### src/design/mcfb_pkg.sv
// Shared types, constants and the microprogram for the motor command frame builder.
// Depends on nothing; the sequencer, the datapath and the top level import this package.
package mcfb_pkg;

  localparam int unsigned StepW    = 4;
  localparam int unsigned CfgIdxW  = 8;
  localparam int unsigned CfgDataW = 16;

  typedef logic [StepW-1:0] step_t;

  // Program addresses.
  localparam step_t StIdle   = 4'd0;
  localparam step_t StStart  = 4'd1;
  localparam step_t StLength = 4'd2;
  localparam step_t StNode   = 4'd3;
  localparam step_t StMode   = 4'd4;
  localparam step_t StIdxLo  = 4'd5;
  localparam step_t StIdxHi  = 4'd6;
  localparam step_t StSubIdx = 4'd7;
  localparam step_t StPay    = 4'd8;
  localparam step_t StCrc    = 4'd9;
  localparam step_t StEnd    = 4'd10;

  localparam logic [7:0] FrameStart = 8'h53;
  localparam logic [7:0] FrameEnd   = 8'h45;
  localparam logic [7:0] BaseLength = 8'h07;
  localparam logic [7:0] CrcPoly    = 8'hD5;
  localparam logic [7:0] CrcInit    = 8'hFF;
  localparam logic [7:0] ModeRead   = 8'h01;
  localparam logic [7:0] ModeWrite  = 8'h02;
  localparam logic [2:0] MaxPayload = 3'd4;

  localparam logic [CfgIdxW-1:0] RegNodeAddress = 8'd0;
  localparam logic [CfgIdxW-1:0] RegReadIndex   = 8'd1;

  typedef enum logic [3:0] {
    SrcNone, SrcStart, SrcLength, SrcNode, SrcMode, SrcIdxLo,
    SrcIdxHi, SrcZero, SrcPayload, SrcCrc, SrcEnd
  } src_e;

  typedef enum logic [1:0] {CrcHold, CrcLoad, CrcUpdate} crc_op_e;

  typedef enum logic [2:0] {JmpNext, JmpWaitIn, JmpIfEmpty, JmpIfMore, JmpGoto} jmp_e;

  typedef struct packed {
    src_e    src;
    crc_op_e crc_op;
    logic    last;
    jmp_e    jmp;
    step_t   target;
  } uword_t;

  typedef struct packed {
    logic   load;
    logic   fire;
    uword_t uw;
  } dp_ctrl_t;

  typedef struct packed {
    logic cnt_zero;
    logic cnt_one;
  } dp_stat_t;

  // The microprogram: one control word per step.
  function automatic uword_t prog_rom(input step_t s);
    uword_t w;
    w = '{src: SrcNone, crc_op: CrcHold, last: 1'b0, jmp: JmpGoto, target: StIdle};
    case (s)
      StIdle:   w = '{SrcNone,    CrcHold,   1'b0, JmpWaitIn,  StIdle};
      StStart:  w = '{SrcStart,   CrcLoad,   1'b0, JmpNext,    StIdle};
      StLength: w = '{SrcLength,  CrcUpdate, 1'b0, JmpNext,    StIdle};
      StNode:   w = '{SrcNode,    CrcUpdate, 1'b0, JmpNext,    StIdle};
      StMode:   w = '{SrcMode,    CrcUpdate, 1'b0, JmpNext,    StIdle};
      StIdxLo:  w = '{SrcIdxLo,   CrcUpdate, 1'b0, JmpNext,    StIdle};
      StIdxHi:  w = '{SrcIdxHi,   CrcUpdate, 1'b0, JmpNext,    StIdle};
      StSubIdx: w = '{SrcZero,    CrcUpdate, 1'b0, JmpIfEmpty, StCrc};
      StPay:    w = '{SrcPayload, CrcUpdate, 1'b0, JmpIfMore,  StPay};
      StCrc:    w = '{SrcCrc,     CrcHold,   1'b0, JmpNext,    StIdle};
      StEnd:    w = '{SrcEnd,     CrcHold,   1'b1, JmpGoto,    StIdle};
      default:  w = '{SrcNone,    CrcHold,   1'b0, JmpGoto,    StIdle};
    endcase
    return w;
  endfunction

  // Reflected CRC-8 over one byte, LSB first.
  function automatic logic [7:0] crc8_byte(input logic [7:0] crc, input logic [7:0] data);
    logic [7:0] c;
    c = crc ^ data;
    for (int k = 0; k < 8; k++) begin
      c = c[0] ? ((c >> 1) ^ CrcPoly) : (c >> 1);
    end
    return c;
  endfunction

endpackage

### src/design/mcfb_if.sv
// Request channel interfaces: command in, frame bytes out.
// Depends on mcfb_pkg for nothing but follows it in compile order.
interface mcfb_cmd_if;
  logic        valid;
  logic        ready;
  logic [15:0] object_index;
  logic [31:0] payload;
  logic [2:0]  payload_bytes;

  modport source (output valid, object_index, payload, payload_bytes, input ready);
  modport sink   (input valid, object_index, payload, payload_bytes, output ready);
endinterface

interface mcfb_byte_if;
  logic       valid;
  logic       ready;
  logic [7:0] frame_byte;
  logic       last_byte;

  modport source (output valid, frame_byte, last_byte, input ready);
  modport sink   (input valid, frame_byte, last_byte, output ready);
endinterface

### src/design/mcfb_seq.sv
// Microprogram sequencer: step counter, program table lookup and conditional jumps.
// Depends on mcfb_pkg.
module mcfb_seq (
  input  logic              clk_i,
  input  logic              rst_ni,
  input  logic              cmd_valid_i,
  input  logic              out_free_i,
  input  mcfb_pkg::dp_stat_t stat_i,
  output logic              cmd_ready_o,
  output mcfb_pkg::dp_ctrl_t ctrl_o,
  output mcfb_pkg::step_t   step_o
);
  import mcfb_pkg::*;

  step_t  step_q, step_d;
  uword_t uw;
  logic   load, fire;

  always_comb begin
    uw          = prog_rom(step_q);
    cmd_ready_o = (uw.jmp == JmpWaitIn);
    load        = cmd_ready_o & cmd_valid_i;
    // A step that emits a byte executes only when the output register can take it.
    fire        = (uw.src != SrcNone) & out_free_i;
    step_d      = step_q;
    case (uw.jmp)
      JmpWaitIn:  if (load) step_d = step_q + step_t'(1);
      JmpNext:    if (fire) step_d = step_q + step_t'(1);
      JmpIfEmpty: if (fire) step_d = stat_i.cnt_zero ? uw.target : step_q + step_t'(1);
      JmpIfMore:  if (fire) step_d = !stat_i.cnt_one ? uw.target : step_q + step_t'(1);
      JmpGoto:    if (fire) step_d = uw.target;
      default:    step_d = StIdle;
    endcase
  end

  always_ff @(posedge clk_i or negedge rst_ni) begin
    if (!rst_ni) begin
      step_q <= StIdle;
    end else begin
      step_q <= step_d;
    end
  end

  assign ctrl_o = '{load: load, fire: fire, uw: uw};
  assign step_o = step_q;

endmodule

### src/design/mcfb_dp.sv
// Datapath: configuration registers, command holding registers, CRC register,
// byte selection and the output register. Depends on mcfb_pkg.
module mcfb_dp (
  input  logic                          clk_i,
  input  logic                          rst_ni,
  input  logic                          cfg_we_i,
  input  logic [mcfb_pkg::CfgIdxW-1:0]  cfg_idx_i,
  input  logic [mcfb_pkg::CfgDataW-1:0] cfg_data_i,
  input  logic [15:0]                   object_index_i,
  input  logic [31:0]                   payload_i,
  input  logic [2:0]                    payload_bytes_i,
  input  mcfb_pkg::dp_ctrl_t            ctrl_i,
  input  logic                          out_ready_i,
  output logic                          out_free_o,
  output mcfb_pkg::dp_stat_t            stat_o,
  output logic                          out_valid_o,
  output logic [7:0]                    frame_byte_o,
  output logic                          last_byte_o
);
  import mcfb_pkg::*;

  logic [7:0]  node_q;
  logic [15:0] rdidx_q;
  logic [15:0] idx_q;
  logic [31:0] pay_q;
  logic [2:0]  cnt_q, cnt_d;
  logic [7:0]  crc_q, crc_d;
  logic [7:0]  obyte_q, obyte_d;
  logic        olast_q;
  logic        ovalid_q, ovalid_d;
  logic [7:0]  sel_byte;

  assign out_free_o = !ovalid_q | out_ready_i;
  assign stat_o     = '{cnt_zero: (cnt_q == 3'd0), cnt_one: (cnt_q == 3'd1)};

  always_comb begin
    case (ctrl_i.uw.src)
      SrcStart:   sel_byte = FrameStart;
      SrcLength:  sel_byte = BaseLength + {5'd0, cnt_q};
      SrcNode:    sel_byte = node_q;
      SrcMode:    sel_byte = (idx_q == rdidx_q) ? ModeRead : ModeWrite;
      SrcIdxLo:   sel_byte = idx_q[7:0];
      SrcIdxHi:   sel_byte = idx_q[15:8];
      SrcZero:    sel_byte = 8'h00;
      SrcPayload: sel_byte = pay_q[7:0];
      SrcCrc:     sel_byte = crc_q;
      SrcEnd:     sel_byte = FrameEnd;
      default:    sel_byte = 8'h00;
    endcase

    crc_d = crc_q;
    if (ctrl_i.fire) begin
      case (ctrl_i.uw.crc_op)
        CrcLoad:   crc_d = CrcInit;
        CrcUpdate: crc_d = crc8_byte(crc_q, sel_byte);
        default:   crc_d = crc_q;
      endcase
    end

    // Counts above four are clamped so the frame carries all four bytes.
    cnt_d = cnt_q;
    if (ctrl_i.load) begin
      cnt_d = (payload_bytes_i > MaxPayload) ? MaxPayload : payload_bytes_i;
    end else if (ctrl_i.fire && ctrl_i.uw.src == SrcPayload) begin
      cnt_d = cnt_q - 3'd1;
    end

    obyte_d  = ctrl_i.fire ? sel_byte : obyte_q;
    ovalid_d = ctrl_i.fire ? 1'b1 : (ovalid_q & !out_ready_i);
  end

  always_ff @(posedge clk_i or negedge rst_ni) begin
    if (!rst_ni) begin
      node_q   <= 8'd1;
      rdidx_q  <= 16'd24684;
      cnt_q    <= 3'd0;
      ovalid_q <= 1'b0;
      olast_q  <= 1'b0;
    end else begin
      if (cfg_we_i && cfg_idx_i == RegNodeAddress) node_q <= cfg_data_i[7:0];
      if (cfg_we_i && cfg_idx_i == RegReadIndex)   rdidx_q <= cfg_data_i;
      cnt_q    <= cnt_d;
      ovalid_q <= ovalid_d;
      if (ctrl_i.fire) olast_q <= ctrl_i.uw.last;
    end
  end

  always_ff @(posedge clk_i) begin
    if (ctrl_i.load) begin
      idx_q <= object_index_i;
      pay_q <= payload_i;
    end else if (ctrl_i.fire && ctrl_i.uw.src == SrcPayload) begin
      pay_q <= {8'h00, pay_q[31:8]};
    end
    crc_q   <= crc_d;
    obyte_q <= obyte_d;
  end

  assign out_valid_o  = ovalid_q;
  assign frame_byte_o = obyte_q;
  assign last_byte_o  = olast_q;

endmodule

### src/design/motor_command_frame_builder.sv
// Motor command frame builder: top level joining the sequencer and the datapath.
// Depends on mcfb_pkg, mcfb_if, mcfb_seq and mcfb_dp.
//
// A command request on cmd_i (object index, 32-bit payload, payload byte count)
// becomes one serial frame on frm_o per command, with last_byte set on
// the closing 0x45. A frame is 9 bytes plus the payload size (counts above four
// send four), so up to 13 bytes.
// The microprogram takes a command in its idle step and then executes one step
// per frame byte, each only when the output register is free; the first byte
// reaches frm_o through the step counter and then the output register.
// The next command is taken as soon as the program is back in its idle step,
// even while the end byte still waits in the output register.
// When the receiver holds frm_o.ready low, the program stops on the current
// byte and resumes when the output register frees up; nothing is dropped.
// Registers: index 0 is the node address (reset 1), index 1 the read-mode
// object index (reset 24684); other indices are ignored. Write them only while
// no frame is in progress.
// Reset clears the step counter and output valid; the block is ready for a
// command in the first cycle after reset.
module motor_command_frame_builder (
  input  logic                          clk_i,
  input  logic                          rst_ni,
  input  logic                          cfg_we_i,
  input  logic [mcfb_pkg::CfgIdxW-1:0]  cfg_idx_i,
  input  logic [mcfb_pkg::CfgDataW-1:0] cfg_data_i,
  mcfb_cmd_if.sink                      cmd_i,
  mcfb_byte_if.source                   frm_o
);
  import mcfb_pkg::*;

  dp_ctrl_t ctrl;
  dp_stat_t stat;
  step_t    step;
  logic     out_free;

  mcfb_seq u_seq (
    .clk_i       (clk_i),
    .rst_ni      (rst_ni),
    .cmd_valid_i (cmd_i.valid),
    .out_free_i  (out_free),
    .stat_i      (stat),
    .cmd_ready_o (cmd_i.ready),
    .ctrl_o      (ctrl),
    .step_o      (step)
  );

  mcfb_dp u_dp (
    .clk_i           (clk_i),
    .rst_ni          (rst_ni),
    .cfg_we_i        (cfg_we_i),
    .cfg_idx_i       (cfg_idx_i),
    .cfg_data_i      (cfg_data_i),
    .object_index_i  (cmd_i.object_index),
    .payload_i       (cmd_i.payload),
    .payload_bytes_i (cmd_i.payload_bytes),
    .ctrl_i          (ctrl),
    .out_ready_i     (frm_o.ready),
    .out_free_o      (out_free),
    .stat_o          (stat),
    .out_valid_o     (frm_o.valid),
    .frame_byte_o    (frm_o.frame_byte),
    .last_byte_o     (frm_o.last_byte)
  );

  // Only the end marker carries the last flag; a 0x45 byte without the flag is allowed.
  assert property (@(posedge clk_i) disable iff (!rst_ni)
    frm_o.valid |-> (frm_o.last_byte == (frm_o.frame_byte == FrameEnd) ||
                     !frm_o.last_byte && frm_o.frame_byte == FrameEnd))
    else $error("last_byte does not match end marker");

  // A taken command starts the frame with the start step.
  assert property (@(posedge clk_i) disable iff (!rst_ni)
    (cmd_i.valid && cmd_i.ready) |=> (step == StStart))
    else $error("command taken but frame did not start");

  // The program counter never leaves the program.
  assert property (@(posedge clk_i) disable iff (!rst_ni)
    step <= StEnd)
    else $error("step counter out of program range");

  // The start byte always leaves through a free output register.
  assert property (@(posedge clk_i) disable iff (!rst_ni)
    (ctrl.fire && ctrl.uw.src == SrcStart) |=> (frm_o.valid && frm_o.frame_byte == FrameStart))
    else $error("start byte not presented after start step");

endmodule
### src/flat_wrapper.sv
// flat-port wrapper written by rule: the top's interface ports become plain ports
module motor_command_frame_builder_flat import mcfb_pkg::*;
  (clk_i, rst_ni, cfg_we_i, cfg_idx_i, cfg_data_i, cmd_i_valid, cmd_i_object_index, cmd_i_payload, cmd_i_payload_bytes, cmd_i_ready, frm_o_valid, frm_o_frame_byte, frm_o_last_byte, frm_o_ready);
  mcfb_cmd_if cmd_i_i ();
  mcfb_byte_if frm_o_i ();
  input  logic clk_i;
  input  logic rst_ni;
  input  logic cfg_we_i;
  input  logic [mcfb_pkg::CfgIdxW-1:0] cfg_idx_i;
  input  logic [mcfb_pkg::CfgDataW-1:0] cfg_data_i;
  input wire logic [$bits(cmd_i_i.valid)-1:0] cmd_i_valid;
  input wire logic [$bits(cmd_i_i.object_index)-1:0] cmd_i_object_index;
  input wire logic [$bits(cmd_i_i.payload)-1:0] cmd_i_payload;
  input wire logic [$bits(cmd_i_i.payload_bytes)-1:0] cmd_i_payload_bytes;
  output wire logic [$bits(cmd_i_i.ready)-1:0] cmd_i_ready;
  output wire logic [$bits(frm_o_i.valid)-1:0] frm_o_valid;
  output wire logic [$bits(frm_o_i.frame_byte)-1:0] frm_o_frame_byte;
  output wire logic [$bits(frm_o_i.last_byte)-1:0] frm_o_last_byte;
  input wire logic [$bits(frm_o_i.ready)-1:0] frm_o_ready;
  assign cmd_i_i.valid = cmd_i_valid;
  assign cmd_i_i.object_index = cmd_i_object_index;
  assign cmd_i_i.payload = cmd_i_payload;
  assign cmd_i_i.payload_bytes = cmd_i_payload_bytes;
  assign cmd_i_ready = cmd_i_i.ready;
  assign frm_o_valid = frm_o_i.valid;
  assign frm_o_frame_byte = frm_o_i.frame_byte;
  assign frm_o_last_byte = frm_o_i.last_byte;
  assign frm_o_i.ready = frm_o_ready;
  motor_command_frame_builder u_core (.clk_i(clk_i), .rst_ni(rst_ni), .cfg_we_i(cfg_we_i), .cfg_idx_i(cfg_idx_i), .cfg_data_i(cfg_data_i), .cmd_i(cmd_i_i), .frm_o(frm_o_i));
endmodule
### config.mk
export PLATFORM = sky130hd
export DESIGN_NAME = motor_command_frame_builder_flat
export DESIGN_NICKNAME = d
export VERILOG_FILES = /design/src/design/mcfb_pkg.sv /design/src/design/mcfb_if.sv /design/src/design/mcfb_seq.sv /design/src/design/mcfb_dp.sv /design/src/design/motor_command_frame_builder.sv /design/src/flat_wrapper.sv
export SDC_FILE = /design/constraint.sdc
export NUM_CORES = 1
export LEC_CHECK = 0
export BUFFER_PORTS_ARGS = -buffer_cell sky130_fd_sc_hd__buf_2
export CORE_UTILIZATION = 40
export CTS_CLUSTER_DIAMETER = 100
export DETAILED_ROUTE_END_ITERATION = 6
export GPL_TIMING_DRIVEN = 0
export PLACE_DENSITY = 0.59
export SLEW_MARGIN = 20
export SYNTH_ARGS = -nofsm -noshare
export SYNTH_HDL_FRONTEND = slang
export SYNTH_SLANG_ARGS = --single-unit
### constraint.sdc
create_clock -name clk_i -period 5.96 [get_ports clk_i]
set_input_delay 0.298 -clock clk_i [delete_from_list [all_inputs] [get_ports clk_i]]
set_output_delay 0.298 -clock clk_i [all_outputs]
set_load 0.01 [all_outputs]
### Word level (Yosys, flattened, before mapping)

Memory sizes are Yosys's and may differ from the RTL's.
Index checks and enable logic that the tools add are counted.

* word-level logic and storage cells: 89
* output and inout port bits: 11
* memories: 1
* bits of input ports: 80
* bits in read-only memories: 192
* flip-flop bits (word level): 97

Memories
* (name not given): words 16, width 12, read ports 1, clocked after memory_dff 0, write ports 0, line mcfb_pkg.sv:68 `case (s)`

* reductions and logical operators: 13
* $lt $le $gt $ge: 1
* muxes and demuxes: 25
* eq/ne operators: 23
* bitwise operators: 13
* $add $sub $neg: 3

Operator list (count)
* one-hot mux 8 bit (9 select lines): 1
* 2-to-1 mux 32 bit: 2
* 2-to-1 mux 8 bit: 8
* inverter 4 -> 5 bit: 8
* 2-to-1 mux 4 bit: 7
* one-hot mux 4 bit (5 select lines): 1
* equality test 16 bit: 1
* one-hot mux 8 bit (2 select lines): 1
* equality test 4 x 3 -> 1 bit, second input constant: 3
* equality test 4 bit, second input constant: 3
* 2-to-1 mux 3 bit: 3
* equality test 4 x 2 -> 1 bit, second input constant: 2
* equality test 8 x 1 -> 1 bit, second input constant: 1
* zero test 8 bit: 1
* != test 2 bit, second input constant: 4
* bitwise XOR 8 bit: 1
* equality test 3 x 1 -> 1 bit, second input constant: 2
* equality test 3 x 2 -> 1 bit, second input constant: 2
* zero test 3 bit: 2
* AND reduction 5 bit: 1
* adder 3 x 3 -> 4 bit, first input constant: 1
* adder 4 x 1 -> 4 bit, second input constant: 1
* equality test 4 x 1 -> 1 bit, second input constant: 1
* nonzero test 2 bit: 2
* other kinds (14): 19

### Longest topological paths before layout

* depth in word-level cells: 21
* depth in mapped cells: 13
* depth with buffers taken out: 11

### By module

A second synthesis with hierarchy kept.

* cells, all modules: 415
* area total of the unflattened synthesis: 5255.0 µm²

By module, submodules not included
* mcfb_dp: area each 4672.0 µm², times used 1, seq. area each 2656.3 µm², cells an instance 345
* mcfb_seq: area each 583.1 µm², times used 1, seq. area each 100.1 µm², cells an instance 70

### Worst setup path after synthesis

OpenSTA, ideal clock, no wires.

* path kind: register to register
* start: reg u_core.u_seq.step_q[0] (netlist: u_core.u_seq.step_o[0])
* end: reg u_core.u_dp.pay_q[0], enable pin
* setup slack: 1.932 ns
* path buffers: 4
* data arrival time: 3.634 ns
* library setup time: 0.394 ns
* clock period less this slack: 4.028 ns
* cell stages (with the launch flop): 11
* required time: 5.566 ns
* cell sequence: dfrtp_1 clkbuf_1 buf_2 inv_1 ha_1 nand2b_1 nor3_1 and2_0 clkbuf_1 clkbuf_1 nand2b_1

RTL lines
* from (decl): line mcfb_seq.sv:15 `step_t step_q, step_d;`
* from (signal assigned): line mcfb_seq.sv:38 `step_q <= StIdle;`
* from (signal assigned): line mcfb_seq.sv:40 `step_q <= step_d;`
* to (signal assigned): line mcfb_dp.sv:91 `pay_q <= payload_i;`
* to (signal assigned): line mcfb_dp.sv:93 `pay_q <= {8'h00, pay_q[31:8]};`
* to (decl): line mcfb_dp.sv:25 `logic [31:0] pay_q;`

==> flow_summary.ini <==
[setup_path]
worst_ep_arrival_time_ns = 4.14
cp-startpoint = u_core.u_seq.step_o[0]
critical_path.slowest_cell = nor3_1
slowest_delay_ns = 0.82
critical_path_cell_count = 11
worst-setup-path-type = reg2reg
cp-endpoint = u_core.u_dp.pay_q[1]
critical_path.startpoint_type = register
worst-r2r-setup-slack_ns = 1.88
setup.worst_path.end_class = register
worstRegToRegCells = 11
capture_point_of_the_worst_reg_to_reg_path = u_core.u_dp.pay_q[1]
cp.buffers_inverters = 6
crit_path_cell_trace = clkbuf_1 > buf_2 > inv_1 > ha_1 > nand2b_1 > nor3_1 > and2_0 > clkbuf_1 > clkbuf_2 > nand2b_2 > buf_16
path_common_cell = clkbuf_1
r2r_start = u_core.u_seq.step_o[0]
cpLargestDelayFamily = simple AND/OR/NAND/NOR gates
worst-path-max-fanout = 25
worstPathRequired_ns = 6.02

[sta]
setup-violations-final = 0
max_slew.worst_pin.slew_ns = 1.01
tns_ns = 0
final-hold-violation-count = 0
fmax_mhz = 245
post-route-worst-setup-slack_ns = 1.88
min_period_ns = 4.08
worst_slew_margin_rel = 0.320
setup_repair_after_global_routing_missed_its_margin = no
slew_viol_final = 0
final_critical_path_share_of_the_clock_period = 0.685
worst_clock_skew_ns = 0.00987

[cts]
cts_buffers = 9
cts_max_level = 3
cts_root_buf = clkbuf_16
holdBufCountCts = 0
cts_tree = built
cts_resized = 0
postCtsSetupRepairBufs = 0
worstSkewPairLatency_ns = 0.36
worst_setup_hold_path_clk_slew_ns = 0.06
cts_num_sinks = 97
cts.path.max_buffers = 2

[drt]
routed-via-count = 3381
avgViaCountPerCell = 5.11
wl_per_cell_um = 16.7
dr.pass1.iters = 4
drtAntennaViolNets = 0
finalWirelength_um = 11000
drc_violations = 0
drt_iter0_drc = 160

[final_layout]
post_route_cells_drive_above_1_share = 0.369
seqCellArea_sq_um = 2760
area_of_the_multi_input_gates_sq_um = 2180
area_growth_syn_to_layout_pct = 19.7
antenna_cells_inserted = 0
filler_cell_count = 1096
finalNetCount = 578

[place]
port_buffers = 90
hpwlAfterDp_um = 8400
gp_routability_congestion = 0.861
preCtsSetupSlack_ns = 1.81

[power]
power_leakage_nw = 2.60
cellPowerDensity_nw_per_um2 = 608
vdd.ir_drop.worst_mv = 0.363

[logic_synthesis]
post-synth-top-area-fraction = 0.380
post-synth-top-count-cell = edfxtp_1
netlist.top_cell.by_area = edfxtp_1
synth-adder-area-share = 0.0247
postSynthCellCount = 386
synth-edff-count = 64
synth_top_family_by_area = simple AND/OR/NAND/NOR gates
synth.net_count = 476
synth_commonest_cells = 64 x edfxtp_1, 46 x mux2_2, 33 x nand2_1, 26 x dfrtp_1, 20 x xor2_1
syn_area_per_cell_sq_um = 13.1
synthDistinctLibCells = 60
ys_warn_count = 0
yosys_most_used_dff = edfxtp_1
synth.cell_area_sq_um = 5060
synth_simple_gate_area_frac = 0.120
post_synth_main_area_contributors = edfxtp_1 38%, dfrtp_1 13%, mux2_2 10%
share_of_the_yosys_chip_area_belonging_to_registers = 0.545
synthXorXnorAreaFrac = 0.0955
synth_async_sr_flop_share = 0.340
synth_compound_gate_area_share = 0.0789
ys_ff_latch = 97
post_synth_mux_area_share = 0.112

[flow_run]
max_cap_violations = 0

[global_routing]
antenna_violations_before_repair = 0
grt_max_degree = 34
gr-total-overflow = 0
first_pass_grt_wire_length_um = 18000
grt.total_usage = 0.186
first_global_vias = 3459

[min_path]
hold_path.class = in2async

[die]
floorplan.die.width_um = 114
num_rows = 40
floorplan.initialDensity = 0.416
design.die.area_sq_um = 13100
design.core.area_sq_um = 12200
pin_count = 91
dieHeight_um = 114

[outcome]
outcome = complete, no violations
## state kept, by name, summed over array words and instances, names as in the netlist
name	count
u_core.u_dp.out_valid_o	1
u_core.u_dp.node_q	8
u_core.u_dp.pay_q	32
u_core.u_seq.step_o	4
u_core.u_dp.last_byte_o	1
u_core.u_dp.rdidx_q	16
u_core.u_dp.frame_byte_o	8
u_core.u_dp.cnt_q	3
u_core.u_dp.idx_q	16
u_core.u_dp.crc_q	8
## per-stage QoR
stage	total power, mW	instances	cell area [sq um]	util	hold WS [ns]
after floorplan	2.69	386	5060	-	0.00241
after global placement	3.05	644	5720	0.470	0.423
after detailed placement	3.10	645	5750	0.473	0.427
after CTS	3.71	661	6050	0.498	0.0443
after global routing	3.91	661	6050	0.498	0.0882
final	3.68	661	6050	0.498	0.0285
## area by class of cell
cell class,instances,share of cell area
clock inverters,7,0.0128
plain buffers,16,0.0134
inverters,11,0.00682
clock buffers,9,0.0372
multi-input cells,262,0.361
repair buffers,91,0.0790
flip-flops and latches,97,0.455
well taps,168,0.0347
## logic make-up (layout without fill, tap and decap cells)
kind of cell             count (synthesis)  count (layout)
AO/OA/AOI/OAI                           54              54
multiplexers                            50              50
AND/OR/NAND/NOR                        108             108
flip-flops                              97              97
XOR/XNOR                                40              40
adder cells (fa/ha/maj)                 10              10
buffers and inverters                   27             134
## report_power, final
group	leakage, nW	internal [mW]	total [mW]	switching [mW]
combinational	1.44	1.05	1.98	0.932
clock	0.148	0.330	0.590	0.260
sequential	1.01	1.02	1.11	0.0930
## worst min path at each step
stage,from,to,depth (start not counted),slack (ns)
after detailed placement,rst_ni,u_core.u_dp.rdidx_q[10],1,0.43
after CTS,rst_ni,u_core.u_dp.rdidx_q[10],1,0.04
after global routing,rst_ni,u_core.u_dp.rdidx_q[10],1,0.09
final,rst_ni,u_core.u_dp.rdidx_q[10],1,0.03
after floorplan,rst_ni,u_core.u_dp.cnt_q[0],0,0.002
after global placement,rst_ni,u_core.u_dp.rdidx_q[10],1,0.42
## per-layer routing
| metal | vias to the layer above | routed length, um | share of wire | track usage |
|---|---|---|---|---|
| li1 | 1630 | - | - | - |
| met1 | 1625 | 4640 | 0.42 | 0.232 |
| met2 | 109 | 5320 | 0.48 | 0.301 |
| met3 | 17 | 820 | 0.074 | 0.0582 |
| met4 | 0 | 238 | 0.022 | 0.0753 |
| met5 | - | 0 | 0 | 0 |
## cell usage in the layout (no fill, tap or decap), drive strengths merged, types with 3 or more instances in the layout
cell	n
dfstp	7
xnor3	9
nand3	4
inv	14
edfxtp	64
nor3	8
buf	100
nand2b	8
nor2	9
and3	11
nor4	7
nand2	33
xor2	20
ha	10
o21ai	12
and2	3
clkbuf	16
dfrtp	26
nand3b	11
nor2b	4
a22oi	5
mux2	50
a211oi	3
xnor2	11
a21oi	14
Note: power is estimated with default switching activity, not from simulation.
